$ cat config.mk
export PLATFORM = sky130hd
export DESIGN_NAME = json_string_unescape_utf8_top
export DESIGN_NICKNAME = d
export VERILOG_FILES = /design/src/rtl/core/jsu_pkg.sv /design/src/rtl/core/json_string_unescape_utf8_top.sv
export SDC_FILE = /design/constraint.sdc
export NUM_CORES = 1
export LEC_CHECK = 0
export BUFFER_PORTS_ARGS = -buffer_cell sky130_fd_sc_hd__buf_2
export CAP_MARGIN = 20
export CORE_UTILIZATION = 35
export DETAILED_ROUTE_END_ITERATION = 12
export GPL_ROUTABILITY_DRIVEN = 0
export GPL_TIMING_DRIVEN = 0
export PLACE_DENSITY = 0.55
export SYNTH_ARGS = -nofsm -noshare
export SYNTH_HDL_FRONTEND = slang
export SYNTH_SLANG_ARGS = --single-unit
$ cat constraint.sdc
create_clock -name clock -period 14.5 [get_ports clock]
set_input_delay 3.625 -clock clock [delete_from_list [all_inputs] [get_ports clock]]
set_output_delay 3.625 -clock clock [all_outputs]
set_load 0.01 [all_outputs]
$ cat src/rtl/core/jsu_pkg.sv
// Package for the JSON string unescape block: transaction payload types,
// decode phase enum, character codes and the UTF-8 / hex helper functions.
// No dependencies.
package jsu_pkg;

   localparam int OUT_DEPTH = 6;

   typedef struct packed {
      logic [7:0] in_byte;
      logic       final_byte;
   } req_type;

   typedef struct packed {
      logic [7:0] out_byte;
      logic       byte_valid;
      logic       string_end;
      logic       string_closed;
   } rsp_type;

   typedef enum logic [2:0] {
      PH_PLAIN   = 3'd0,
      PH_ESC     = 3'd1,
      PH_HEX     = 3'd2,
      PH_LOW_BS  = 3'd3,
      PH_LOW_U   = 3'd4,
      PH_LOW_HEX = 3'd5
   } phase_type;

   // up to four encoded bytes and how many of them are used
   typedef struct packed {
      logic [3:0][7:0] bytes;
      logic [2:0]      cnt;
   } part_type;

   localparam logic [7:0] CHR_QUOTE  = 8'h22;
   localparam logic [7:0] CHR_BSLASH = 8'h5C;
   localparam logic [7:0] CHR_LOW_B  = 8'h62;
   localparam logic [7:0] CHR_LOW_F  = 8'h66;
   localparam logic [7:0] CHR_LOW_N  = 8'h6E;
   localparam logic [7:0] CHR_LOW_R  = 8'h72;
   localparam logic [7:0] CHR_LOW_T  = 8'h74;
   localparam logic [7:0] CHR_LOW_U  = 8'h75;

   localparam logic [15:0] SURR_HIGH_MIN = 16'hD800;
   localparam logic [15:0] SURR_HIGH_MAX = 16'hDBFF;
   localparam logic [31:0] SURR_LOW_BASE = 32'h0000_DC00;
   localparam logic [31:0] SUPP_BASE     = 32'h0001_0000;

   function automatic logic [3:0] hex_value(input logic [7:0] h);
      logic [3:0] v;
      begin
         v = 4'd0;
         if (h >= 8'h30 && h <= 8'h39) v = h[3:0];
         else if ((h >= 8'h61 && h <= 8'h66) || (h >= 8'h41 && h <= 8'h46))
            v = h[3:0] + 4'd9;
         return v;
      end
   endfunction

   function automatic part_type raw_part(input logic [7:0] b);
      part_type p;
      begin
         p       = '0;
         p.bytes[0] = b;
         p.cnt   = 3'd1;
         return p;
      end
   endfunction

   function automatic part_type utf8_part(input logic [31:0] cp);
      part_type p;
      begin
         p = '0;
         if (cp < 32'h80) begin
            p.bytes[0] = cp[7:0];
            p.cnt      = 3'd1;
         end else if (cp < 32'h800) begin
            p.bytes[0] = 8'hC0 | cp[13:6];
            p.bytes[1] = 8'h80 | {2'b00, cp[5:0]};
            p.cnt      = 3'd2;
         end else if (cp < 32'h10000) begin
            p.bytes[0] = 8'hE0 | cp[19:12];
            p.bytes[1] = 8'h80 | {2'b00, cp[11:6]};
            p.bytes[2] = 8'h80 | {2'b00, cp[5:0]};
            p.cnt      = 3'd3;
         end else begin
            p.bytes[0] = 8'hF0 | cp[25:18];
            p.bytes[1] = 8'h80 | {2'b00, cp[17:12]};
            p.bytes[2] = 8'h80 | {2'b00, cp[11:6]};
            p.bytes[3] = 8'h80 | {2'b00, cp[5:0]};
            p.cnt      = 3'd4;
         end
         return p;
      end
   endfunction

endpackage

$ cat src/rtl/core/json_string_unescape_utf8_top.sv
// Top level of the JSON string unescape block: input register, decode logic
// and a six-entry result shift buffer. Depends on jsu_pkg.
//
// Usage:
//  - req channel: one raw byte of a JSON string body per transaction, starting
//    after the opening quote, with final_byte set on the last available byte.
//  - rsp channel: decoded bytes, one per transaction. string_end marks the last
//    result of a string and string_closed tells whether a closing quote ended
//    it. A string end with no decoded byte in that step gives one result with
//    byte_valid low and out_byte zero.
//  - \uXXXX escapes become UTF-8; surrogate pairs join when the low escape is
//    complete. One input byte causes zero to six results.
//  - Path: a byte waits in the input register, is decoded into the result buffer
//    once that is empty or its last result is taken, and is offered from entry 0.
//  - Throughput: one input byte per cycle while each byte gives at most one
//    result and rsp_ready stays high; a byte giving more results holds the next
//    byte until its last result is taken, as the buffer drains one per cycle.
//  - Bytes that give no result (a backslash, hex digits) never hold the next byte.
//  - Reset clears the decode state, empties the input register and the result
//    buffer, and holds req_ready low.
//  - When the receiver stalls, the buffer holds its results, the next byte
//    waits in the input register and req_ready drops once both are full.
module json_string_unescape_utf8_top (
   input  logic             clock,
   input  logic             reset,
   input  logic             req_valid,
   output logic             req_ready,
   input  jsu_pkg::req_type req_data,
   output logic             rsp_valid,
   input  logic             rsp_ready,
   output jsu_pkg::rsp_type rsp_data
);
   import jsu_pkg::*;

   // input register
   logic       in_valid_ff, in_valid_in;
   req_type    in_data_ff;

   // decode state
   phase_type   phase_ff, phase_in;
   logic [1:0]  dc_ff, dc_in;
   logic [15:0] high_ff, high_in;
   logic [15:0] low_ff, low_in;

   // result buffer, entry 0 is the one offered
   logic [OUT_DEPTH-1:0][7:0] buf_ff, buf_in;
   logic [2:0] rem_ff, rem_in;
   logic       end_ff, end_in;
   logic       closed_ff, closed_in;
   logic       dummy_ff, dummy_in;

   logic load, pop, last;

   // decode signals
   logic [7:0]  b;
   logic        fin;
   logic [15:0] hex_word;
   logic [31:0] pair_cp;
   part_type    p1, p2;
   logic        end_hit, closed_hit;

   // outcome of a byte in the plain phase
   part_type plain_part;
   logic     plain_to_esc, plain_end, plain_closed;
   // outcome of a byte after a backslash
   part_type esc_part;
   logic     esc_to_hex;

   logic [3:0] total;
   logic [2:0] j;

   function automatic logic [9:0] high_in_offset(input logic [15:0] h);
      logic [15:0] d;
      begin
         d = h - SURR_HIGH_MIN;
         return d[9:0];
      end
   endfunction

   assign b   = in_data_ff.in_byte;
   assign fin = in_data_ff.final_byte;

   assign last      = (rem_ff == 3'd1);
   assign rsp_valid = (rem_ff != 3'd0);
   assign pop       = rsp_valid && rsp_ready;
   assign load      = in_valid_ff && (!rsp_valid || (pop && last));
   assign req_ready = !reset && (!in_valid_ff || load);

   assign rsp_data.out_byte      = buf_ff[0];
   assign rsp_data.byte_valid    = !dummy_ff;
   assign rsp_data.string_end    = end_ff && last;
   assign rsp_data.string_closed = closed_ff && end_ff && last;

   always_comb begin
      plain_part   = '0;
      plain_to_esc = 1'b0;
      plain_end    = 1'b0;
      plain_closed = 1'b0;
      if (b == CHR_QUOTE) begin
         plain_end    = 1'b1;
         plain_closed = 1'b1;
      end else if (b == CHR_BSLASH) begin
         plain_end    = fin;
         plain_to_esc = !fin;
      end else begin
         plain_part = raw_part(b);
         plain_end  = fin;
      end
   end

   always_comb begin
      esc_to_hex = 1'b0;
      case (b)
         CHR_LOW_B: esc_part = raw_part(8'h08);
         CHR_LOW_F: esc_part = raw_part(8'h0C);
         CHR_LOW_N: esc_part = raw_part(8'h0A);
         CHR_LOW_R: esc_part = raw_part(8'h0D);
         CHR_LOW_T: esc_part = raw_part(8'h09);
         CHR_LOW_U: begin
            // a \u cut off by the end of input encodes value zero
            esc_part   = fin ? raw_part(8'h00) : '0;
            esc_to_hex = !fin;
         end
         default:   esc_part = raw_part(b);
      endcase
   end

   assign hex_word = {(phase_ff == PH_LOW_HEX) ? low_ff[11:0] : high_ff[11:0], hex_value(b)};
   assign pair_cp  = SUPP_BASE + {12'd0, high_in_offset(high_ff), 10'd0}
                     + {16'd0, hex_word} - SURR_LOW_BASE;

   always_comb begin
      phase_in   = phase_ff;
      dc_in      = dc_ff;
      high_in    = high_ff;
      low_in     = low_ff;
      p1         = '0;
      p2         = '0;
      end_hit    = 1'b0;
      closed_hit = 1'b0;
      case (phase_ff)
         PH_ESC: begin
            p1      = esc_part;
            end_hit = fin;
            if (esc_to_hex) begin
               phase_in = PH_HEX;
               dc_in    = 2'd0;
               high_in  = 16'd0;
            end else begin
               phase_in = PH_PLAIN;
            end
         end
         PH_HEX: begin
            high_in = hex_word;
            if (dc_ff == 2'd3) begin
               dc_in = 2'd0;
               if (hex_word >= SURR_HIGH_MIN && hex_word <= SURR_HIGH_MAX && !fin) begin
                  phase_in = PH_LOW_BS;
               end else begin
                  p1       = utf8_part({16'd0, hex_word});
                  phase_in = PH_PLAIN;
                  end_hit  = fin;
               end
            end else begin
               dc_in = dc_ff + 2'd1;
               if (fin) begin
                  p1      = utf8_part({16'd0, hex_word});
                  end_hit = 1'b1;
               end
            end
         end
         PH_LOW_BS: begin
            if (b == CHR_BSLASH && !fin) begin
               phase_in = PH_LOW_U;
            end else begin
               // flush the lone high half, then treat the byte as plain
               p1         = utf8_part({16'd0, high_ff});
               p2         = plain_part;
               phase_in   = plain_to_esc ? PH_ESC : PH_PLAIN;
               end_hit    = plain_end;
               closed_hit = plain_closed;
            end
         end
         PH_LOW_U: begin
            if (b == CHR_LOW_U && !fin) begin
               phase_in = PH_LOW_HEX;
               dc_in    = 2'd0;
               low_in   = 16'd0;
            end else begin
               p1      = utf8_part({16'd0, high_ff});
               p2      = esc_part;
               end_hit = fin;
               if (esc_to_hex) begin
                  phase_in = PH_HEX;
                  dc_in    = 2'd0;
                  high_in  = 16'd0;
               end else begin
                  phase_in = PH_PLAIN;
               end
            end
         end
         PH_LOW_HEX: begin
            low_in = hex_word;
            if (dc_ff == 2'd3) begin
               p1       = utf8_part(pair_cp);
               phase_in = PH_PLAIN;
               dc_in    = 2'd0;
               end_hit  = fin;
            end else begin
               dc_in = dc_ff + 2'd1;
               if (fin) begin
                  p1      = utf8_part({16'd0, high_ff});
                  p2      = utf8_part({16'd0, hex_word});
                  end_hit = 1'b1;
               end
            end
         end
         default: begin
            p1         = plain_part;
            phase_in   = plain_to_esc ? PH_ESC : PH_PLAIN;
            end_hit    = plain_end;
            closed_hit = plain_closed;
         end
      endcase
      // end of string: drop all decode state
      if (end_hit) begin
         phase_in = PH_PLAIN;
         dc_in    = 2'd0;
         high_in  = 16'd0;
         low_in   = 16'd0;
      end
   end

   assign total = {1'b0, p1.cnt} + {1'b0, p2.cnt};

   // result buffer next state: load a decoded step, or shift on a pop
   always_comb begin
      buf_in    = buf_ff;
      rem_in    = rem_ff;
      end_in    = end_ff;
      closed_in = closed_ff;
      dummy_in  = dummy_ff;
      j         = 3'd0;
      if (load) begin
         for (int i = 0; i < OUT_DEPTH; i++) begin
            buf_in[i] = 8'd0;
            if (i < 4 && 3'(i) < p1.cnt) begin
               buf_in[i] = p1.bytes[i[1:0]];
            end else begin
               j = 3'(i) - p1.cnt;
               if (j < 3'd4 && j < p2.cnt) buf_in[i] = p2.bytes[j[1:0]];
            end
         end
         end_in    = end_hit;
         closed_in = closed_hit;
         if (total == 4'd0 && end_hit) begin
            rem_in   = 3'd1;
            dummy_in = 1'b1;
         end else begin
            rem_in   = total[2:0];
            dummy_in = 1'b0;
         end
      end else if (pop) begin
         for (int i = 0; i < OUT_DEPTH - 1; i++) buf_in[i] = buf_ff[i + 1];
         buf_in[OUT_DEPTH-1] = 8'd0;
         rem_in = rem_ff - 3'd1;
      end
   end

   always_comb begin
      in_valid_in = in_valid_ff;
      if (req_ready) in_valid_in = req_valid;
   end

   always_ff @(posedge clock) begin
      if (reset) begin
         in_valid_ff <= 1'b0;
         phase_ff    <= PH_PLAIN;
         dc_ff       <= 2'd0;
         high_ff     <= 16'd0;
         low_ff      <= 16'd0;
         rem_ff      <= 3'd0;
         end_ff      <= 1'b0;
         closed_ff   <= 1'b0;
         dummy_ff    <= 1'b0;
      end else begin
         in_valid_ff <= in_valid_in;
         if (load) begin
            phase_ff <= phase_in;
            dc_ff    <= dc_in;
            high_ff  <= high_in;
            low_ff   <= low_in;
         end
         rem_ff    <= rem_in;
         end_ff    <= end_in;
         closed_ff <= closed_in;
         dummy_ff  <= dummy_in;
      end
   end

   // payload registers
   always_ff @(posedge clock) begin
      if (req_ready && req_valid) in_data_ff <= req_data;
      buf_ff <= buf_in;
   end

endmodule

==> results of run 1 <==
==> where the power goes <==
group	switching (mW)	leakage (nW)	internal, mW
sequential	0.0262	0.876	0.398
combinational	0.159	2.16	0.103
clock	0.123	0.138	0.120
==> metal layers <==
metal	vias to the layer above	global-route usage	routed length, µm
met5	-	0	0
met4	0	0.130	1370
met3	83	0.0488	2690
met2	469	0.407	13100
met1	3831	0.350	12600
li1	3631	-	-
==> sequential cells by signal (all words and copies together), names as in the netlist <==
signal and flops:
buf_ff 40, high_ff 16, low_ff 12, b 8
rsp_data 8, phase_ff 3, rem_ff 3, dc_ff 2
closed_ff 1, dummy_ff 1, end_ff 1, fin 1
in_valid_ff 1
==> cells in the mapped netlist, types with 14 or more instances <==
cell,n
a21oi_1,71
a22oi_1,35
buf_2,16
clkbuf_1,35
dfxtp_1,40
edfxtp_1,57
ha_1,31
inv_1,29
nand2_1,111
nand2b_1,14
nand3_1,14
nor2_1,107
nor3_1,19
o21ai_0,46
o221ai_1,15
==> stage by stage <==
step | hold WS (ns) | cells | total power [mW]
after global routing | 0.492 | 1261 | 0.976
final | 0.458 | 1261 | 0.930
after global placement | 0.443 | 1244 | 0.685
after detailed placement | 0.448 | 1245 | 0.693
after CTS | 0.458 | 1261 | 0.933
after floorplan | 0.432 | 940 | 0.599
==> area by class of cell <==
type                    instances  share of cell area
multi-input cells             740               0.564
flip-flops and latches         97               0.293
well taps                     280              0.0408
plain buffers                  70              0.0382
clock buffers                   9              0.0262
repair buffers                 25              0.0163
inverters                      33              0.0150
clock inverters                 7             0.00700
==> cell families after synthesis <==
| group | after synthesis | share of synthesized area |
|---|---|---|
| and+or+nand+nor | 353 | 0.226 |
| AOI/OAI and AO/OA | 325 | 0.302 |
| buffers and inverters | 103 | 0.0585 |
| DFF | 97 | 0.322 |
| adders and majority gates | 33 | 0.0548 |
| muxes | 20 | 0.0268 |
| xor gates and xnor gates | 9 | 0.0101 |
==> worst max-delay path: stages <==
cell and delay (ns):
buf_2 0.09, a21oi_1 0.07, or2_2 0.29, a21oi_1 0.17
buf_2 0.16
==> worst max-delay path by stage <==
stage | from | end | slack, ns | depth (start not counted)
floorplan | rsp_ready | req_ready | 6.66 | 3
global placement | rsp_ready | req_ready | 6.48 | 5
detailed placement | rsp_ready | req_ready | 6.47 | 5
CTS | rsp_ready | req_ready | 6.47 | 5
global route | phase_ff[0]$_SDFFE_PP0P_ | buf_ff[20]$_DFFE_PP_ | 6.28 | 25
finish | rsp_ready | req_ready | 6.48 | 5
==> flow_summary.json, run 1 <==
{
  "outcome": "finished clean",
  "coreArea_um2": 21800,
  "path_clk_slew_ns": 0.07,
  "initial_core_util": 0.358,
  "cts_tree": "done",
  "drt-total-wl_um": 29800,
  "cts.repair.resized": 0,
  "ys_ff_latch": 97,
  "finalSetupTns_ns": 0,
  "design_area_um2": 8590,
  "synth_top_area_share": 0.219,
  "grt_setup_unrepaired": "false",
  "r2r-start": "phase_ff[0]$_SDFFE_PP0P_",
  "top_level_ports": 26,
  "dp_hpwl_um": 22600,
  "worstPathMaxFanout": 3,
  "hold_class": "reg -> reg",
  "h-tree-depth": 3,
  "cp.required_ns": 10.88,
  "dp_slack_ns": 6.47,
  "worst_setup_path_start_kind": "input port",
  "grt_pass1_wl_um": 44500,
  "cap_violations": 0,
  "layout.nets": 1022,
  "syn_area_per_cell_um2": 8.31,
  "routedWlPerCell_um": 23.6,
  "firstDrtPassIters": 7,
  "fin_util": 0.393,
  "cts_buffers": 9,
  "ys.flop_type": "edfxtp_1",
  "syn-num-nets": 986,
  "maxSlewViolCount": 0,
  "async_reset_ff_frac": 0,
  "grt_max_degree": 41,
  "min_period_ns": 8.02,
  "hold_end": "end_ff$_SDFFE_PP0P_",
  "mostFrequentLayoutCells": "111 x nand2_1, 107 x nor2_1, 71 x a21oi_1",
  "ys_warn_count": 0,
  "antenna-diode-count": 0,
  "min_period_over_period": 0.553,
  "grt_overflow": 0,
  "hold_violations": 0,
  "power_density_nw_per_um2": 108,
  "row_count": 54,
  "crit_type": "in -> out",
  "drc_errors": 0,
  "timing.rr.end": "buf_ff[17]$_DFFE_PP_",
  "via_per_inst": 6.36,
  "cts.sinks": 97,
  "p_leak_nw": 3.18,
  "vias": 8014,
  "placed_area_um2": 8300,
  "worstMarginPinSlew_ns": 1.23,
  "worst_slack_ns": 6.48,
  "port-buffer-count": 24,
  "synth_area_leaders": "edfxtp_1 22%, dfxtp_1 10%, nand2_1 5.3%",
  "ir_drop_mv": 0.0629,
  "synth_edf_count": 57,
  "root_buffer": "clkbuf_16",
  "worstHoldStart": "end_ff$_SDFFE_PP0P_",
  "die-area_um2": 22900,
  "regArea_um2": 2510,
  "multi_input_area_um2": 4840,
  "fin_skew_ns": 0.00831,
  "die_y_um": 151,
  "synth_cells": 940,
  "synth.distinct_cells": 100,
  "r2r_slack_ns": 6.53,
  "drtIter0Drc": 996,
  "antenna_found_initial": 0,
  "track_usage": 0.263,
  "fillers": 2310,
  "die_width_um": 151,
  "first_global_vias": 7256,
  "setup_viol": 0,
  "antenna_left": 0,
  "critPathCaptureType": "output pin",
  "yosysTopAreaCell": "edfxtp_1",
  "crit_arrival_ns": 4.40,
  "clockBufferDepth": 2,
  "ctsHoldBuffers": 0,
  "worstSkewPairLatency_ns": 0.37,
  "post-cts-setup-buffers": 0,
  "r2r.worst_path.cells": 24,
  "area_growth_pct": 9.93,
  "worst_slew_margin_rel": 0.183,
  "syn_area_um2": 7810,
  "fmax_ghz": 0.125,
  "layout-drive-gt1-share": 0.115,
  "ys_seq_area_frac": 0.322,
  "whs_path_depth": 2,
  "final_common_cell": "nand2_1"
}
Power figures use the tool's default switching activity.
==> run 2, diff against run 1 <==
PLACE_DENSITY = 0.57   (was 0.55)
clock period = 6.9 ns   (was 14.5 ns; I/O delays follow)
==> flow_summary.json, run 2 (synthesized netlist as in run 1, its figures left out) <==
{
  "hold_class": "reg -> reg",
  "power_density_nw_per_um2": 224,
  "root_buffer": "clkbuf_16",
  "worstSkewPairLatency_ns": 0.36,
  "first_global_vias": 7389,
  "ctsHoldBuffers": 0,
  "drc_errors": 0,
  "top_level_ports": 26,
  "h-tree-depth": 3,
  "p_leak_nw": 3.21,
  "track_usage": 0.263,
  "die_y_um": 151,
  "critPathBufInv": 8,
  "clockBufferDepth": 2,
  "worstHoldStart": "dummy_ff$_SDFFE_PP0P_",
  "dp_hpwl_um": 22200,
  "grt_overflow": 0,
  "grt_max_degree": 40,
  "initial_core_util": 0.358,
  "grt_pass1_wl_um": 44600,
  "firstDrtPassIters": 6,
  "worstMarginPinSlew_ns": 1.15,
  "worstPathMaxFanout": 13,
  "outcome": "finished clean",
  "vias": 7989,
  "critPathCaptureType": "register",
  "crit_type": "reg -> reg",
  "path_clk_slew_ns": 0.07,
  "crit_arrival_ns": 6.88,
  "fin_skew_ns": 0.00905,
  "maxSlewViolCount": 0,
  "worst_setup_path_start_kind": "register",
  "die_width_um": 151,
  "min_period_ns": 6.64,
  "layoutNonFillerInstCount": 1263,
  "min_period_over_period": 0.962,
  "placed_cells": 1245,
  "antenna_found_initial": 1,
  "worst_slew_margin_rel": 0.236,
  "cts_tree": "done",
  "cap_violations": 0,
  "setup_viol": 0,
  "hold_violations": 0,
  "reg_top3": "buf_ff (40), high_ff (16), low_ff (12)",
  "largest_reg_flops": 40,
  "regMostFlops": "buf_ff",
  "coreArea_um2": 21800,
  "layout.nets": 1023,
  "max_stage_delay_ns": 0.55,
  "final_common_cell": "nand2_1",
  "grt_setup_unrepaired": "false",
  "drtIter0Drc": 1120,
  "port-buffer-count": 24,
  "cts.sinks": 97,
  "ir_drop_mv": 0.121,
  "routedWlPerCell_um": 23.3,
  "dp_slack_ns": -0.819,
  "row_count": 54,
  "layout-drive-gt1-share": 0.121,
  "cp.required_ns": 7.14,
  "cts_buffers": 9,
  "mostFrequentLayoutCells": "111 x nand2_1, 107 x nor2_1, 71 x a21oi_1",
  "critPathTopFamily": "compound AO/OA/AOI/OAI gates",
  "cp_slowest_cell": "or4b_1",
  "fmax_ghz": 0.151,
  "area_growth_pct": 10.6,
  "antenna_left": 0,
  "worst_slack_ns": 0.262,
  "r2r-start": "phase_ff[2]$_SDFFE_PP0P_",
  "cp-startpoint": "phase_ff[2]$_SDFFE_PP0P_",
  "drt-total-wl_um": 29400,
  "die-area_um2": 22900,
  "via_per_inst": 6.33
}
==> run 2: repair_timing <==
action / in CTS / in global routing
resized for setup: 5 / 3
buffers inserted: 1 / 1
pin swaps: 1 / 1
endpoints found under the setup margin: 15 / 23
==> run 2: final timing paths <==
check	endpoint	slack, ns	cells after the start
worst max-delay path	buf_ff[20]$_DFFE_PP_	0.26	25
worst min-delay path	dummy_ff$_SDFFE_PP0P_	0.45	2
worst max register to register	buf_ff[20]$_DFFE_PP_	0.26	25
worst min register to register	dummy_ff$_SDFFE_PP0P_	0.45	2
==> run 2: worst reg2reg max path: cells and delay by family (launching register included) <==
| family | cells | cell delay (ns) |
|---|---|---|
| adders and majority gates | 5 | 1.68 |
| buffers and inverters | 8 | 1.52 |
| and+or+nand+nor | 5 | 1.26 |
| AOI/OAI and AO/OA | 7 | 1.76 |
| DFF | 1 | 0.31 |
==> run 2: metrics by stage <==
| stage | hold slack, ns | util | TNS [ns] | power [mW] | instance area [µm²] |
|---|---|---|---|---|---|
| 2_1_floorplan | 0.432 | - | 0 | 1.26 | 7810 |
| 3_3_place_gp | 0.444 | 0.379 | -7.53 | 1.43 | 8280 |
| 3_5_place_dp | 0.448 | 0.380 | -6.41 | 1.45 | 8300 |
| 4_1_cts | 0.458 | 0.394 | 0 | 1.93 | 8600 |
| 5_1_grt | 0.500 | 0.396 | 0 | 2.03 | 8640 |
| 6_report | 0.455 | 0.396 | 0 | 1.93 | 8640 |
==> run 2: area by class of cell <==
cell class                      instances  area (µm²)
Antenna cell                            1        2.50
Buffer                                 68         322
Clock buffer                           10         229
Clock inverter                          6        42.5
Fill cell                            2270       13200
Inverter                               33         130
Multi-Input combinational cell        740        4880
Sequential cell                        97        2510
Tap cell                              280         350
Timing Repair Buffer                   28         168
==> run 2: per-layer routing <==
metal  up-vias  global-route usage  share of wire
li1       3634                   -              -
met1      3758               0.347           0.41
met2       502               0.405           0.44
met3        95              0.0599           0.11
met4         0               0.116          0.041
met5         -                   0              0
==> run 2: power breakdown <==
part / total (mW) / internal, mW / switching, mW / leakage [nW]
clock: 0.488 / 0.246 / 0.242 / 0.129
sequential: 0.893 / 0.836 / 0.0564 / 0.876
combinational: 0.551 / 0.219 / 0.332 / 2.21
total: 1.93 / 1.30 / 0.631 / 3.21
